===== config.mk =====
export PLATFORM = sky130hd
export DESIGN_NAME = piecewise_linear_schedule
export DESIGN_NICKNAME = d
export VERILOG_FILES = /design/src/design/plsch_pkg.sv /design/src/design/plsch_seg_store.sv /design/src/design/plsch_divider.sv /design/src/design/plsch_multiplier.sv /design/src/design/piecewise_linear_schedule.sv
export SDC_FILE = /design/constraint.sdc
export NUM_CORES = 2
export LEC_CHECK = 0
export ABC_AREA = 1
export BUFFER_PORTS_ARGS = -buffer_cell sky130_fd_sc_hd__buf_2
export CORE_ASPECT_RATIO = 1.25
export CORE_MARGIN = 2
export CORE_UTILIZATION = 50
export CTS_BUF_LIST = sky130_fd_sc_hd__clkbuf_16
export CTS_CLUSTER_DIAMETER = 120
export DETAILED_ROUTE_END_ITERATION = 10
export PLACE_DENSITY = 0.75
export SLEW_MARGIN = 20
export SYNTH_ARGS = -nofsm -noshare
export SYNTH_HDL_FRONTEND = slang
export SYNTH_SLANG_ARGS = --single-unit
export TNS_END_PERCENT = 100

===== constraint.sdc =====
create_clock -name clock -period 13.9 [get_ports clock]
set_clock_uncertainty 0.05 [all_clocks]
set_input_delay 0.695 -clock clock [delete_from_list [all_inputs] [get_ports clock]]
set_output_delay 0.695 -clock clock [all_outputs]
set_load 0.1 [all_outputs]

===== src/design/plsch_pkg.sv =====
// Package for the piecewise-linear schedule evaluator.
// Holds the widths, codes, state type and structs shared by all design files.
// Depends on nothing.
package plsch_pkg;

   localparam int MAX_SEGMENTS = 8;
   localparam int FRAC_BITS    = 16;

   localparam int TIME_W      = 32;
   localparam int VALUE_W     = 32;
   localparam int COUNT_W     = 4;
   localparam int HIT_W       = 3;
   localparam int ENTRY_W     = 3;
   localparam int REGION_W    = 2;
   localparam int CSR_INDEX_W = 4;
   localparam int CSR_DATA_W  = 32;

   localparam int IDX_W     = $clog2(MAX_SEGMENTS);
   localparam int ALPHA_W   = FRAC_BITS + 1;
   localparam int STEP_W    = $clog2(ALPHA_W + 1);
   localparam int DIFF_W    = VALUE_W + 1;
   localparam int SCALED_W  = DIFF_W + 2;
   localparam int SUM_W     = SCALED_W + 1;

   localparam logic [ALPHA_W-1:0] ALPHA_ONE = ALPHA_W'(1) << FRAC_BITS;

   localparam logic [CSR_INDEX_W-1:0] CSR_SEGMENT_COUNT = CSR_INDEX_W'(0);
   localparam logic [CSR_INDEX_W-1:0] CSR_POST_VALUE    = CSR_INDEX_W'(1);

   localparam logic OP_WRITE = 1'b0;
   localparam logic OP_EVAL  = 1'b1;

   typedef enum logic [1:0] {
      REGION_POST   = 2'd0,
      REGION_BEFORE = 2'd1,
      REGION_LERP   = 2'd2,
      REGION_FLAT   = 2'd3
   } region_type;

   typedef enum logic [2:0] {
      ST_IDLE,
      ST_READ,
      ST_CHECK,
      ST_DIV,
      ST_MUL,
      ST_SUM,
      ST_FIN
   } state_type;

   typedef struct packed {
      logic [TIME_W-1:0]         first_time;
      logic [TIME_W-1:0]         last_time;
      logic signed [VALUE_W-1:0] first_value;
      logic signed [VALUE_W-1:0] last_value;
   } seg_entry_type;

   typedef struct packed {
      logic start;
   } serial_ctrl_type;

   typedef struct packed {
      logic busy;
      logic done;
   } serial_status_type;

endpackage


===== src/design/plsch_seg_store.sv =====
// Segment table of the schedule evaluator: one entry per slot.
// One write port and one registered read port. Uses plsch_pkg.
module plsch_seg_store (
   input  logic                    clock,
   input  logic                    we,
   input  logic [plsch_pkg::IDX_W-1:0] waddr,
   input  plsch_pkg::seg_entry_type    wdata,
   input  logic                    re,
   input  logic [plsch_pkg::IDX_W-1:0] raddr,
   output plsch_pkg::seg_entry_type    rdata
);
   import plsch_pkg::*;

   seg_entry_type mem [MAX_SEGMENTS];
   seg_entry_type rdata_ff;

   always_ff @(posedge clock) begin
      if (we) begin
         mem[waddr] <= wdata;
      end
      if (re) begin
         rdata_ff <= mem[raddr];
      end
   end

   assign rdata = rdata_ff;

endmodule


===== src/design/plsch_divider.sv =====
// Radix-2 restoring divider that produces alpha one quotient bit per cycle.
// Computes (dividend << FRAC_BITS) / divisor for dividend <= divisor. Uses plsch_pkg.
module plsch_divider (
   input  logic                          clock,
   input  logic                          reset,
   input  plsch_pkg::serial_ctrl_type    ctrl,
   input  logic [plsch_pkg::TIME_W-1:0]  dividend,
   input  logic [plsch_pkg::TIME_W-1:0]  divisor,
   output plsch_pkg::serial_status_type  status,
   output logic [plsch_pkg::ALPHA_W-1:0] quotient
);
   import plsch_pkg::*;

   logic [TIME_W-1:0]  rem_ff, rem_in;
   logic [TIME_W-1:0]  den_ff, den_in;
   logic [ALPHA_W-1:0] bits_ff, bits_in;
   logic [ALPHA_W-1:0] quo_ff, quo_in;
   logic [STEP_W-1:0]  step_ff, step_in;
   logic               busy_ff, busy_in;
   logic               done_ff, done_in;
   logic [TIME_W:0]    trial;
   logic [TIME_W:0]    diff;

   // Since the quotient stays below 2^(FRAC_BITS+1), the partial remainder
   // above the quotient bits is dividend >> 1, and only dividend[0] remains
   // to be brought down ahead of the fraction zeros.
   always_comb begin
      rem_in  = rem_ff;
      den_in  = den_ff;
      bits_in = bits_ff;
      quo_in  = quo_ff;
      step_in = step_ff;
      busy_in = busy_ff;
      done_in = 1'b0;
      trial   = {rem_ff, bits_ff[ALPHA_W-1]};
      diff    = trial - {1'b0, den_ff};
      if (ctrl.start) begin
         rem_in  = dividend >> 1;
         den_in  = divisor;
         bits_in = {dividend[0], {FRAC_BITS{1'b0}}};
         quo_in  = '0;
         step_in = STEP_W'(ALPHA_W);
         busy_in = 1'b1;
      end else if (busy_ff) begin
         if (!diff[TIME_W]) begin
            rem_in = diff[TIME_W-1:0];
            quo_in = {quo_ff[ALPHA_W-2:0], 1'b1};
         end else begin
            rem_in = trial[TIME_W-1:0];
            quo_in = {quo_ff[ALPHA_W-2:0], 1'b0};
         end
         bits_in = {bits_ff[ALPHA_W-2:0], 1'b0};
         step_in = step_ff - STEP_W'(1);
         if (step_ff == STEP_W'(1)) begin
            busy_in = 1'b0;
            done_in = 1'b1;
         end
      end
   end

   always_ff @(posedge clock) begin
      if (reset) begin
         busy_ff <= 1'b0;
         done_ff <= 1'b0;
         step_ff <= '0;
      end else begin
         busy_ff <= busy_in;
         done_ff <= done_in;
         step_ff <= step_in;
      end
   end

   always_ff @(posedge clock) begin
      rem_ff  <= rem_in;
      den_ff  <= den_in;
      bits_ff <= bits_in;
      quo_ff  <= quo_in;
   end

   assign status.busy = busy_ff;
   assign status.done = done_ff;
   assign quotient    = quo_ff;

endmodule


===== src/design/plsch_multiplier.sv =====
// Shift-add multiplier that takes one alpha bit per cycle, LSB first.
// Returns (alpha * |diff|) >> FRAC_BITS, truncated. Uses plsch_pkg.
module plsch_multiplier (
   input  logic                           clock,
   input  logic                           reset,
   input  plsch_pkg::serial_ctrl_type     ctrl,
   input  logic [plsch_pkg::ALPHA_W-1:0]  alpha,
   input  logic signed [plsch_pkg::DIFF_W-1:0] diff,
   output plsch_pkg::serial_status_type   status,
   output logic [plsch_pkg::SCALED_W-1:0] scaled
);
   import plsch_pkg::*;

   logic [DIFF_W-1:0]  mag_ff, mag_in;
   logic [DIFF_W:0]    hi_ff, hi_in;
   logic [ALPHA_W-1:0] lo_ff, lo_in;
   logic [STEP_W-1:0]  step_ff, step_in;
   logic               busy_ff, busy_in;
   logic               done_ff, done_in;
   logic [DIFF_W+1:0]  acc;

   always_comb begin
      mag_in  = mag_ff;
      hi_in   = hi_ff;
      lo_in   = lo_ff;
      step_in = step_ff;
      busy_in = busy_ff;
      done_in = 1'b0;
      acc     = {1'b0, hi_ff} + (lo_ff[0] ? {2'b00, mag_ff} : '0);
      if (ctrl.start) begin
         mag_in  = diff[DIFF_W-1] ? DIFF_W'(-diff) : DIFF_W'(diff);
         hi_in   = '0;
         lo_in   = alpha;
         step_in = STEP_W'(ALPHA_W);
         busy_in = 1'b1;
      end else if (busy_ff) begin
         hi_in   = acc[DIFF_W+1:1];
         lo_in   = {acc[0], lo_ff[ALPHA_W-1:1]};
         step_in = step_ff - STEP_W'(1);
         if (step_ff == STEP_W'(1)) begin
            busy_in = 1'b0;
            done_in = 1'b1;
         end
      end
   end

   always_ff @(posedge clock) begin
      if (reset) begin
         busy_ff <= 1'b0;
         done_ff <= 1'b0;
         step_ff <= '0;
      end else begin
         busy_ff <= busy_in;
         done_ff <= done_in;
         step_ff <= step_in;
      end
   end

   always_ff @(posedge clock) begin
      mag_ff <= mag_in;
      hi_ff  <= hi_in;
      lo_ff  <= lo_in;
   end

   assign status.busy = busy_ff;
   assign status.done = done_ff;
   assign scaled      = {hi_ff, lo_ff[ALPHA_W-1:FRAC_BITS]};

endmodule


===== src/design/piecewise_linear_schedule.sv =====
// Top level of the piecewise-linear schedule evaluator.
// Instantiates plsch_seg_store, plsch_divider and plsch_multiplier; uses plsch_pkg.
//
// A write item (opcode 0) stores one segment in its slot; it is taken without
// leaving the idle state and produces no result. An evaluate item (opcode 1) walks
// the segments in slot order, one table read and one compare per segment. When the
// deciding segment needs interpolation, alpha comes from a bit-serial divider and
// the product from a bit-serial shift-add multiplier, followed by an add and
// saturate step. One item is in work at a time; the next is taken while a finished
// result still waits in the output register. Slots are undefined until written,
// there is no clearing pass after reset, and configuration is to be written
// through the csr_ port only while the block is idle, which the block itself
// does not enforce.
module piecewise_linear_schedule (
   input  logic                                 clock,
   input  logic                                 reset,

   input  logic                                 req_valid,
   output logic                                 req_ready,
   input  logic                                 req_opcode,
   input  logic [plsch_pkg::ENTRY_W-1:0]        req_entry_index,
   input  logic [plsch_pkg::TIME_W-1:0]         req_entry_start_time,
   input  logic [plsch_pkg::TIME_W-1:0]         req_entry_end_time,
   input  logic signed [plsch_pkg::VALUE_W-1:0] req_entry_start_value,
   input  logic signed [plsch_pkg::VALUE_W-1:0] req_entry_end_value,
   input  logic [plsch_pkg::TIME_W-1:0]         req_query_time,

   output logic                                 rsp_valid,
   input  logic                                 rsp_ready,
   output logic signed [plsch_pkg::VALUE_W-1:0] rsp_result_value,
   output logic [plsch_pkg::REGION_W-1:0]       rsp_region,
   output logic [plsch_pkg::HIT_W-1:0]          rsp_hit_segment,

   input  logic                                 csr_valid,
   output logic                                 csr_ready,
   input  logic [plsch_pkg::CSR_INDEX_W-1:0]    csr_index,
   input  logic [plsch_pkg::CSR_DATA_W-1:0]     csr_wdata
);
   import plsch_pkg::*;

   localparam logic signed [VALUE_W-1:0] VALUE_MAX = {1'b0, {(VALUE_W-1){1'b1}}};
   localparam logic signed [VALUE_W-1:0] VALUE_MIN = {1'b1, {(VALUE_W-1){1'b0}}};

   state_type                 state_ff, state_in;
   logic [IDX_W-1:0]          addr_ff, addr_in;
   logic [COUNT_W-1:0]        count_ff, count_in;
   logic [COUNT_W-1:0]        seg_count_ff, seg_count_in;
   logic signed [VALUE_W-1:0] post_value_ff, post_value_in;
   logic [TIME_W-1:0]         time_ff, time_in;
   logic signed [VALUE_W-1:0] sv_ff, sv_in;
   logic signed [DIFF_W-1:0]  diff_ff, diff_in;
   logic signed [VALUE_W-1:0] res_value_ff, res_value_in;
   region_type                res_region_ff, res_region_in;
   logic [IDX_W-1:0]          res_hit_ff, res_hit_in;
   logic                      rsp_valid_ff, rsp_valid_in;
   logic signed [VALUE_W-1:0] rsp_value_ff, rsp_value_in;
   region_type                rsp_region_ff, rsp_region_in;
   logic [IDX_W-1:0]          rsp_hit_ff, rsp_hit_in;

   logic                      mem_we;
   logic                      mem_re;
   seg_entry_type             mem_wdata;
   seg_entry_type             entry;
   logic                      slot_ok;

   serial_ctrl_type           div_ctrl;
   serial_status_type         div_status;
   logic [ALPHA_W-1:0]        alpha;
   logic [TIME_W-1:0]         div_dividend;
   logic [TIME_W-1:0]         div_divisor;
   serial_ctrl_type           mul_ctrl;
   serial_status_type         mul_status;
   logic [SCALED_W-1:0]       scaled;

   logic [COUNT_W-1:0]        count_clamped;
   logic                      last_seg;
   logic                      out_free;
   logic signed [SUM_W-1:0]   sv_ext;
   logic signed [SUM_W-1:0]   prod_ext;
   logic signed [SUM_W-1:0]   sum;
   logic                      sum_fits;

   assign req_ready = (state_ff == ST_IDLE);
   assign csr_ready = 1'b1;

   // A write to a slot beyond the table is dropped.
   assign slot_ok = (32'(req_entry_index) < MAX_SEGMENTS);
   assign mem_we  = req_valid && req_ready && (req_opcode == OP_WRITE) && slot_ok;

   assign mem_wdata.first_time  = req_entry_start_time;
   assign mem_wdata.last_time   = req_entry_end_time;
   assign mem_wdata.first_value = req_entry_start_value;
   assign mem_wdata.last_value  = req_entry_end_value;

   plsch_seg_store u_store (
      .clock (clock),
      .we    (mem_we),
      .waddr (req_entry_index[IDX_W-1:0]),
      .wdata (mem_wdata),
      .re    (mem_re),
      .raddr (addr_ff),
      .rdata (entry)
   );

   // The divider sees the offset into the segment and its width straight from
   // the table read; it latches both on its start pulse.
   assign div_dividend = time_ff - entry.first_time;
   assign div_divisor  = entry.last_time - entry.first_time;

   plsch_divider u_div (
      .clock    (clock),
      .reset    (reset),
      .ctrl     (div_ctrl),
      .dividend (div_dividend),
      .divisor  (div_divisor),
      .status   (div_status),
      .quotient (alpha)
   );

   plsch_multiplier u_mul (
      .clock  (clock),
      .reset  (reset),
      .ctrl   (mul_ctrl),
      .alpha  (alpha),
      .diff   (diff_ff),
      .status (mul_status),
      .scaled (scaled)
   );

   // A segment count above the table size uses the whole table.
   assign count_clamped = (seg_count_ff > COUNT_W'(MAX_SEGMENTS)) ?
                          COUNT_W'(MAX_SEGMENTS) : seg_count_ff;
   assign last_seg = ((COUNT_W'(addr_ff) + COUNT_W'(1)) == count_ff);
   assign out_free = !rsp_valid_ff || rsp_ready;

   // The multiplier works on the magnitude, so truncation toward zero is a plain
   // drop of the fraction; the sign of the difference picks add or subtract.
   assign sv_ext   = {{(SUM_W-VALUE_W){sv_ff[VALUE_W-1]}}, sv_ff};
   assign prod_ext = {1'b0, scaled};
   assign sum      = diff_ff[DIFF_W-1] ? (sv_ext - prod_ext) : (sv_ext + prod_ext);
   assign sum_fits = (&sum[SUM_W-1:VALUE_W-1]) || !(|sum[SUM_W-1:VALUE_W-1]);

   always_comb begin
      state_in      = state_ff;
      addr_in       = addr_ff;
      count_in      = count_ff;
      time_in       = time_ff;
      sv_in         = sv_ff;
      diff_in       = diff_ff;
      res_value_in  = res_value_ff;
      res_region_in = res_region_ff;
      res_hit_in    = res_hit_ff;
      rsp_valid_in  = rsp_valid_ff && !rsp_ready;
      rsp_value_in  = rsp_value_ff;
      rsp_region_in = rsp_region_ff;
      rsp_hit_in    = rsp_hit_ff;
      seg_count_in  = seg_count_ff;
      post_value_in = post_value_ff;
      mem_re        = 1'b0;
      div_ctrl.start = 1'b0;
      mul_ctrl.start = 1'b0;

      if (csr_valid && csr_ready) begin
         case (csr_index)
            CSR_SEGMENT_COUNT: seg_count_in  = csr_wdata[COUNT_W-1:0];
            CSR_POST_VALUE:    post_value_in = csr_wdata[VALUE_W-1:0];
            default:           ;
         endcase
      end

      case (state_ff)
         ST_IDLE: begin
            if (req_valid && (req_opcode == OP_EVAL)) begin
               time_in  = req_query_time;
               count_in = count_clamped;
               addr_in  = '0;
               if (count_clamped == '0) begin
                  res_value_in  = post_value_ff;
                  res_region_in = REGION_POST;
                  res_hit_in    = '0;
                  state_in      = ST_FIN;
               end else begin
                  state_in = ST_READ;
               end
            end
         end
         ST_READ: begin
            mem_re   = 1'b1;
            state_in = ST_CHECK;
         end
         ST_CHECK: begin
            if ((addr_ff == '0) && (time_ff <= entry.first_time)) begin
               // At or before the first start: hold the first start value.
               res_value_in  = entry.first_value;
               res_region_in = REGION_BEFORE;
               res_hit_in    = '0;
               state_in      = ST_FIN;
            end else if (time_ff <= entry.last_time) begin
               res_hit_in = addr_ff;
               if (entry.last_time <= entry.first_time) begin
                  // Zero or inverted width: the end value stands.
                  res_value_in  = entry.last_value;
                  res_region_in = REGION_FLAT;
                  state_in      = ST_FIN;
               end else begin
                  res_region_in = REGION_LERP;
                  sv_in         = entry.first_value;
                  diff_in       = {entry.last_value[VALUE_W-1], entry.last_value} -
                                  {entry.first_value[VALUE_W-1], entry.first_value};
                  if (time_ff < entry.first_time) begin
                     // Time in a gap before this segment: alpha is zero.
                     res_value_in = entry.first_value;
                     state_in     = ST_FIN;
                  end else begin
                     div_ctrl.start = 1'b1;
                     state_in       = ST_DIV;
                  end
               end
            end else if (last_seg) begin
               res_value_in  = post_value_ff;
               res_region_in = REGION_POST;
               res_hit_in    = '0;
               state_in      = ST_FIN;
            end else begin
               addr_in  = addr_ff + IDX_W'(1);
               state_in = ST_READ;
            end
         end
         ST_DIV: begin
            // The offset never exceeds the width here, so alpha is already
            // within [0, 1.0] and needs no clamp.
            if (div_status.done) begin
               mul_ctrl.start = 1'b1;
               state_in       = ST_MUL;
            end
         end
         ST_MUL: begin
            if (mul_status.done) begin
               state_in = ST_SUM;
            end
         end
         ST_SUM: begin
            if (sum_fits) begin
               res_value_in = sum[VALUE_W-1:0];
            end else begin
               res_value_in = sum[SUM_W-1] ? VALUE_MIN : VALUE_MAX;
            end
            state_in = ST_FIN;
         end
         ST_FIN: begin
            if (out_free) begin
               rsp_valid_in  = 1'b1;
               rsp_value_in  = res_value_ff;
               rsp_region_in = res_region_ff;
               rsp_hit_in    = res_hit_ff;
               state_in      = ST_IDLE;
            end
         end
         default: begin
            state_in = ST_IDLE;
         end
      endcase
   end

   always_ff @(posedge clock) begin
      if (reset) begin
         state_ff      <= ST_IDLE;
         rsp_valid_ff  <= 1'b0;
         seg_count_ff  <= '0;
         post_value_ff <= '0;
         addr_ff       <= '0;
         count_ff      <= '0;
      end else begin
         state_ff      <= state_in;
         rsp_valid_ff  <= rsp_valid_in;
         seg_count_ff  <= seg_count_in;
         post_value_ff <= post_value_in;
         addr_ff       <= addr_in;
         count_ff      <= count_in;
      end
   end

   always_ff @(posedge clock) begin
      time_ff       <= time_in;
      sv_ff         <= sv_in;
      diff_ff       <= diff_in;
      res_value_ff  <= res_value_in;
      res_region_ff <= res_region_in;
      res_hit_ff    <= res_hit_in;
      rsp_value_ff  <= rsp_value_in;
      rsp_region_ff <= rsp_region_in;
      rsp_hit_ff    <= rsp_hit_in;
   end

   assign rsp_valid        = rsp_valid_ff;
   assign rsp_result_value = rsp_value_ff;
   assign rsp_region       = rsp_region_ff;
   assign rsp_hit_segment  = HIT_W'(rsp_hit_ff);

`ifndef SYNTHESIS
   // The search never reads past the last segment in use.
   a_addr_in_range: assert property (@(posedge clock) disable iff (reset)
      (state_ff == ST_CHECK) |-> (COUNT_W'(addr_ff) < count_ff))
      else $error("segment search ran past the segment count");

   // Alpha never exceeds one, since the offset stays within the width.
   a_alpha_bound: assert property (@(posedge clock) disable iff (reset)
      div_status.done |-> (alpha <= ALPHA_ONE))
      else $error("alpha above one");

   // The divider only finishes while the sequencer waits for it.
   a_div_owner: assert property (@(posedge clock) disable iff (reset)
      div_status.done |-> (state_ff == ST_DIV))
      else $error("divider finished outside the divide state");

   // While the sequencer waits on the multiplier, the multiplier is at work.
   a_mul_alive: assert property (@(posedge clock) disable iff (reset)
      (state_ff == ST_MUL) |-> (mul_status.busy || mul_status.done))
      else $error("multiply state with an idle multiplier");

   // Post value and before-first results carry segment zero.
   a_hit_zero: assert property (@(posedge clock) disable iff (reset)
      (rsp_valid && ((rsp_region == REGION_POST) || (rsp_region == REGION_BEFORE)))
      |-> (rsp_hit_segment == '0))
      else $error("nonzero hit segment outside a segment region");
`endif

endmodule

# ---- After elaboration in Yosys (flattened, before gate mapping)
# Memories as Yosys holds them, arrays and structs flattened. A register that Yosys moved wholly into a read port is not among the register bits.
# Index checks and enable logic that the tools add are counted.
dict set report classes {
  addsub 12
  multipliers 0
  div_mod_pow 0
  magnitude_cmp 5
  eq_ne 20
  n_shift 0
  mux 75
  bitwise 5
  reduce_logical 33
}
# operator count
set op_table {}
lappend op_table {{32-bit two-way mux} 11}
lappend op_table {{32-bit less-or-equal comparator} 3}
lappend op_table {{32-bit one-hot mux with 3 select lines} 1}
lappend op_table {{17-bit two-way mux} 4}
lappend op_table {{32-bit subtractor} 2}
lappend op_table {{31-bit two-way mux} 2}
lappend op_table {{3-bit two-way mux} 19}
lappend op_table {{32-bit by 36-bit adder with 36-bit output} 1}
lappend op_table {{36-bit two-way mux} 1}
lappend op_table {{32-bit by 36-bit subtractor with 36-bit output} 1}
lappend op_table {{34-bit by 35-bit adder with 35-bit output} 1}
lappend op_table {{33-bit two-way mux} 1}
lappend op_table {{33-bit negator} 1}
lappend op_table {{32-bit by 32-bit subtractor with 33-bit output} 1}
lappend op_table {{33-bit by 32-bit subtractor with 33-bit output} 1}
lappend op_table {{32-bit < comparator} 1}
lappend op_table {{1-bit two-way mux} 22}
lappend op_table {{3-bit one-hot mux with 7 select lines} 1}
lappend op_table {{5-bit two-way mux} 4}
lappend op_table {{5-bit AND reduction} 3}
lappend op_table {{3-bit one-hot mux with 2 select lines} 2}
lappend op_table {{4-bit AND reduction} 3}
lappend op_table {{5-bit by 1-bit == test with 1-bit output, second input constant} 2}
lappend op_table {{2-bit two-way mux} 5}
lappend op_table {{other kinds (27)} 57}
dict set report totals {
  regBits 398
  latchBits 0
  ram_bits 1024
  mem_bits_ro 0
  inputBits 205
  wordCells 183
  memories 1
}
# name depth word_bits rd rd_clocked_by_memory_dff write_ports line_no
set mem_list {}
lappend mem_list {u_store.mem 8 128 1 1 1 plsch_seg_store.sv:14} ;# seg_entry_type mem [MAX_SEGMENTS];

# ---- Logic depth before layout (Yosys ltp)
dict set report logic_depth {
  ltp_word 7
  depth_mapped 28
}

# ---- Cells and area by module
# From an unflattened synthesis, not the netlist that was laid out.
dict set report unflattened {
  hier_cells 8894
  area_unflattened_um2 79765.3
}
# mod instances cells_each area_per_inst_um2 seq_area_each_um2
set by_module_without_submodules {}
lappend by_module_without_submodules {plsch_seg_store 1 4570 48358.9 34593.2}
lappend by_module_without_submodules {piecewise_linear_schedule 1 2385 18128.6 6075.8}
lappend by_module_without_submodules {plsch_multiplier 1 986 6673.9 2322.2}
lappend by_module_without_submodules {plsch_divider 1 953 6603.8 2422.3}

# ---- Worst setup path after synthesis
# Ideal clock, no wire load.
dict set report synth_path {
  path_type {reg-to-reg}
  startpoint {reg state_ff[2]}
  endpoint {mem u_store.mem[4][0] (netlist bit), enable pin}
  setup_ns 0.774
  t_arrival_ns 10.897
  path_slack_ns 2.179
  path_stages_with_launch 8
  cell_sequence {dfxtp_1 -> nor2_1 -> inv_1 -> nor2_1 -> nand2_1 -> nor2_1 -> nand2_1 -> nor3_1}
}
dict set report synth_between {
  elab_chain_len 5
}
# element line_no
set synth_rtl {}
lappend synth_rtl {{start: declaration} piecewise_linear_schedule.sv:44} ;# state_type state_ff, state_in;
lappend synth_rtl {{start signal: assignment} piecewise_linear_schedule.sv:274} ;# state_ff <= state_in;
lappend synth_rtl {{3-bit logical NOT} piecewise_linear_schedule.sv:83} ;# assign req_ready = (state_ff == ST_IDLE);
lappend synth_rtl {{via req_ready} piecewise_linear_schedule.sv:19} ;# output logic req_ready,
lappend synth_rtl {{1-bit logical AND (2 in a row)} piecewise_linear_schedule.sv:88} ;# assign mem_we = req_valid && req_ready && (req_opcode == OP_WRITE) && slot_ok;
lappend synth_rtl {{1-bit two-way mux} plsch_seg_store.sv:18} ;# if (we) begin
lappend synth_rtl {{1-bit two-way mux (implied by the code)} plsch_seg_store.sv:19} ;# mem[waddr] <= wdata;
lappend synth_rtl {{end: declaration} plsch_seg_store.sv:14}
# The timed path passes the listed nets, and every way through them passes these cells.

# ---- Worst setup path in the final report
dict set report layout_path {
  startpoint {reg u_mul.lo_ff[16]}
  endpoint {reg res_value_ff[21] (data pin)}
}
dict set report layout_between {
  elab_chain_len 7
  word_cells_on_any_way 10
}
# element line_no
set layout_rtl {}
lappend layout_rtl {{start: declaration} plsch_multiplier.sv:16} ;# logic [ALPHA_W-1:0] lo_ff, lo_in;
lappend layout_rtl {{start signal: assignment} plsch_multiplier.sv:62} ;# lo_ff <= lo_in;
lappend layout_rtl {{32-bit by 36-bit adder with 36-bit output or 32-bit by 36-bit subtractor with 36-bit output (tied branches)} piecewise_linear_schedule.sv:140} ;# assign sum = diff_ff[DIFF_W-1] ? (sv_ext - prod_ext) : (sv_ext + prod_ext);
lappend layout_rtl {{36-bit two-way mux (*)} piecewise_linear_schedule.sv:140}
lappend layout_rtl {{5-bit OR reduction} piecewise_linear_schedule.sv:141} ;# assign sum_fits = (&sum[SUM_W-1:VALUE_W-1]) || !(|sum[SUM_W-1:VALUE_W-1]);
lappend layout_rtl {{1-bit logical NOT} piecewise_linear_schedule.sv:141}
lappend layout_rtl {{1-bit logical OR} piecewise_linear_schedule.sv:141}
lappend layout_rtl {{32-bit two-way mux (*)} piecewise_linear_schedule.sv:243} ;# if (sum_fits) begin
lappend layout_rtl {{32-bit one-hot mux with 3 select lines (*)} piecewise_linear_schedule.sv:171} ;# case (state_ff)
lappend layout_rtl {{via res_value_in[21]} piecewise_linear_schedule.sv:52} ;# logic signed [VALUE_W-1:0] res_value_ff, res_value_in;
lappend layout_rtl {{end signal: assignment} piecewise_linear_schedule.sv:287} ;# res_value_ff <= res_value_in;
lappend layout_rtl {{end: declaration} piecewise_linear_schedule.sv:52}
# The timed path passes the listed nets; every way through them passes the cells marked *.
# A chain may end at the register's enable or synchronous reset.

==> results_dict.tcl <==
set metrics [dict create \
    status "completed" \
    wire_per_inst_um 21.41 \
    yosysSeqAreaShare_pct 62.69 \
    cts_root_buf "clkbuf_16" \
    timing.rr.end "res_value_ff[21]" \
    max_freq_mhz 189.4 \
    grt_pass1_vias 50480 \
    worstPathArrival_ns 5.89 \
    gp_congestion 0.9477 \
    cp_max_fo 31 \
    tritoncts "yes" \
    worstHoldPathCells 1 \
    critPathLaunchType "flip-flop" \
    cp_slowest_cell "a21oi_4" \
    dp_hpwl_um 127500 \
    die-area_um2 148000 \
    p_leak_nw 30.18 \
    grt_max_degree 234 \
    die_h_um 429.5 \
    area_growth_syn_to_layout_pct 10.87 \
    reg2reg_slack_ns 8.62 \
    place_ws_ns 8.647 \
    timing_hold_violations_final 0 \
    syn-num-nets 7344 \
    grtUsageTotal_pct 25.88 \
    synth_edf_count 1437 \
    via_per_inst 5.737 \
    synth_cell_type_count 62 \
    netlist_instances 6897 \
    fin_setup_tns_ns 0 \
    core_um2 144200 \
    path_class "reg2reg" \
    setup_viol 0 \
    post-route-period-util_pct 37.98 \
    rsz0062_at_grt "false" \
    die_w_um 344.4 \
    power_density_nw_per_um2 174.8 \
    tightest_slew_ns 1.087 \
    routed_wl_um 194700 \
    layout_commonest_cell "edfxtp_1" \
    grt_antenna_before_repair 54 \
    cts_made_buffers 149 \
    path_clk_slew_ns 0.07 \
    clockBufferDepth 3 \
    grt_pass1_wl_um 293000 \
    clk_latency_ns 0.81 \
    nets 7509 \
    grt_overflow 0 \
    worst_slack_ns 8.621 \
    async_flop_share_pct 0 \
    end_kind "flip-flop" \
    ys.flop_type "edfxtp_1" \
    critPathMaxStageDelay_ns 0.79 \
    cts_resized 0 \
    antenna_left 0 \
    reg2regPathDepth 24 \
    synth_warnings 0 \
    critPathMostFrequentCell "nand2_1" \
    reg2reg_from "u_mul.lo_ff[16]" \
    ios 245 \
    min_period_ns 5.279 \
    hold_path_end "time_ff[29]" \
    peakVddDrop_mv 0.1470 \
    cts_sinks 1550 \
    ys_ff_latch 1550 \
    use_met2_pct 41.31 \
    finalMaxSlewViolations 0 \
    drc_errors 0 \
    whs_ns 0.03797 \
    nFillCells 11830 \
    avgSynthCellArea_um2 10.50 \
    path_buf_inv 1 \
    final_cell_mix "1437 x edfxtp_1, 1252 x nor2_1, 844 x nand2_1" \
    crit_chain "inv_1 > ha_1 > nand3_1 > nor2_1 > nand2_1 > nor4b_2 > nand3_1 > o21ai_1 > o21ai_0 > xor2_1 > ha_1 > a21oi_1 > nor2_1 > nor2_1 > nand2_1 > a21oi_1 > nand2_1 > nand2_1 > nand2_1 > nor2_1 > nand2_1 > a21oi_4 > nand2_1 > nand3_1" \
    hold_path_startpoint "req_query_time[29]" \
    dp_cells 8798 \
    maxSlewHeadroom_pct 27.50 \
    crit_required_ns 14.51 \
    global_route.usage.met3_pct 4.981 \
    htree_levels 4 \
    grt.busiest_layer "met2" \
    firstDrtPassIters 6 \
    hold_class "in2reg" \
    drt-initial-drc-count 5620 \
    drive_gt1_share_pct 7.999 \
    vias 52170 \
    synth_area_um2 72440 \
    maxCapViolations 0 \
    row_count 156 \
    cp_top_family "simple AND/OR/NAND/NOR gates" \
    gr-usage-met1_pct 34.62 \
    stdcell_count 9095 \
    initial_utilization_pct 50.22 \
    io_buffers 243 \
]
-- per-stage QoR --
stage / instance area, µm² / total power, mW / utilization [%]
2_1_floorplan: 72440 / 8.714 / -
3_3_place_gp: 75360 / 9.969 / 52.25
3_5_place_dp: 75360 / 10.07 / 52.25
4_1_cts: 80230 / 14.02 / 55.62
5_1_grt: 80290 / 14.67 / 55.66
6_report: 80310 / 14.04 / 55.67
-- per-layer routing --
metal  up-vias  share of wire [%]  wire, µm
met5         -               0.15       295
met4        50                4.1      7969
met3       400                8.0     15540
met2      2206                 47     91400
met1     25030                 41     79520
li1      24490                  -         -
-- power breakdown --
part | leakage (nW) | total, mW | switching (mW) | internal [mW]
clock network | 2.45 | 3.97 | 1.76 | 2.21
registers | 13.9 | 5.88 | 0.234 | 5.65
logic | 13.8 | 4.19 | 3.01 | 1.17
total | 30.2 | 14.0 | 5.01 | 9.03
-- kinds of logic (layout without fill, tap and decap cells) --
group	count (synthesis)	after routing	share of synthesized area [%]
simple gates	2413	2413	13.35
compound gates	1628	1628	12.41
flops	1550	1550	62.69
buf+inv	837	1116	4.569
fa+ha+maj	242	242	4.242
xor+xnor	226	226	2.733
other cells	1	24	0.005177
-- synth_stat cells, drive strengths merged, types with 2 or more instances --
library cell / count / area (µm²)
edfxtp: 1437 / 43150
nor2: 1267 / 4782
nand2: 864 / 3319
o21ai: 788 / 3963
inv: 553 / 2076
a21oi: 391 / 1994
ha: 236 / 2953
clkbuf: 234 / 879.6
nand3: 164 / 853.3
xor2: 147 / 1287
o22ai: 145 / 907.1
a31oi: 144 / 900.9
dfxtp: 113 / 2262
xnor2: 79 / 691.9
nor3: 50 / 265.3
o211ai: 49 / 367.9
buf: 48 / 346.6
o21bai: 35 / 262.8
nor4: 26 / 168.9
a21o: 24 / 180.2
nand4: 21 / 131.4
o21a: 13 / 97.59
a21boi: 10 / 75.07
or2: 9 / 56.31
o31ai: 8 / 60.06
a211oi: 6 / 50.05
fa: 6 / 120.1
nand3b: 6 / 45.04
o221ai: 5 / 43.79
and3: 4 / 25.02
a221oi: 2 / 17.52
clkinv: 2 / 7.510
o2111ai: 2 / 17.52
o41ai: 2 / 17.52
-- registers in the layout (all words and copies together) (netlist names), 3 cells and up --
register and cells:
u_div.rem_ff 32, u_mul.step_ff 5, u_mul.hi_ff 34, u_div.quotient 17, u_div.step_ff 5, u_store.mem 1024
res_hit_ff 3, res_value_ff 32, post_value_ff 32, count_ff 4, u_mul.lo_ff 17, diff_ff 33
time_ff 32, sv_ff 32, rsp_hit_segment 3, state_ff 3, u_store.rdata 128, addr_ff 3
u_mul.mag_ff 33, u_div.den_ff 32, rsp_result_value 32, seg_count_ff 4
-- final cells by class --
type	count	area, µm²	share of cell area, %
Timing Repair Buffer	296	1747	2.175
Antenna cell	23	57.56	0.07167
Clock buffer	154	3854	4.799
Clock inverter	111	930.9	1.159
Inverter	555	2106	2.622
Sequential cell	1550	45420	56.56
Tap cell	1896	2372	2.954
Multi-Input combinational cell	4510	23820	29.66
-- worst reg2reg max path: cells and delay by family, from the launching register on --
kind | cells | cell delay [ns]
simple gates | 15 | 2.12
compound gates | 5 | 1.72
fa+ha+maj | 2 | 0.55
flops | 1 | 0.42
xor+xnor | 1 | 0.17
buf+inv | 1 | 0.10
-- how the worst max path moves through the flow --
stage,start,end,slack (ns),cells past startpoint
6_report,u_mul.lo_ff[16],res_value_ff[21],8.62,24
5_1_grt,u_mul.lo_ff[16],res_value_ff[21],8.06,23
4_1_cts,u_mul.lo_ff[16],res_value_ff[0],8.59,24
3_5_place_dp,u_mul.lo_ff[16],res_value_ff[21],8.65,24
3_3_place_gp,u_mul.lo_ff[16],res_value_ff[0],8.68,24
2_1_floorplan,state_ff[2],u_store.mem[4][0],2.18,7
-- what timing repair did --
action / 4_1_cts / 5_1_grt
hold buffers: 8 / 0
hold endpoints to repair: 8 / 0
buffers inserted: 0 / 0
(Power assumes the default switching activity.)
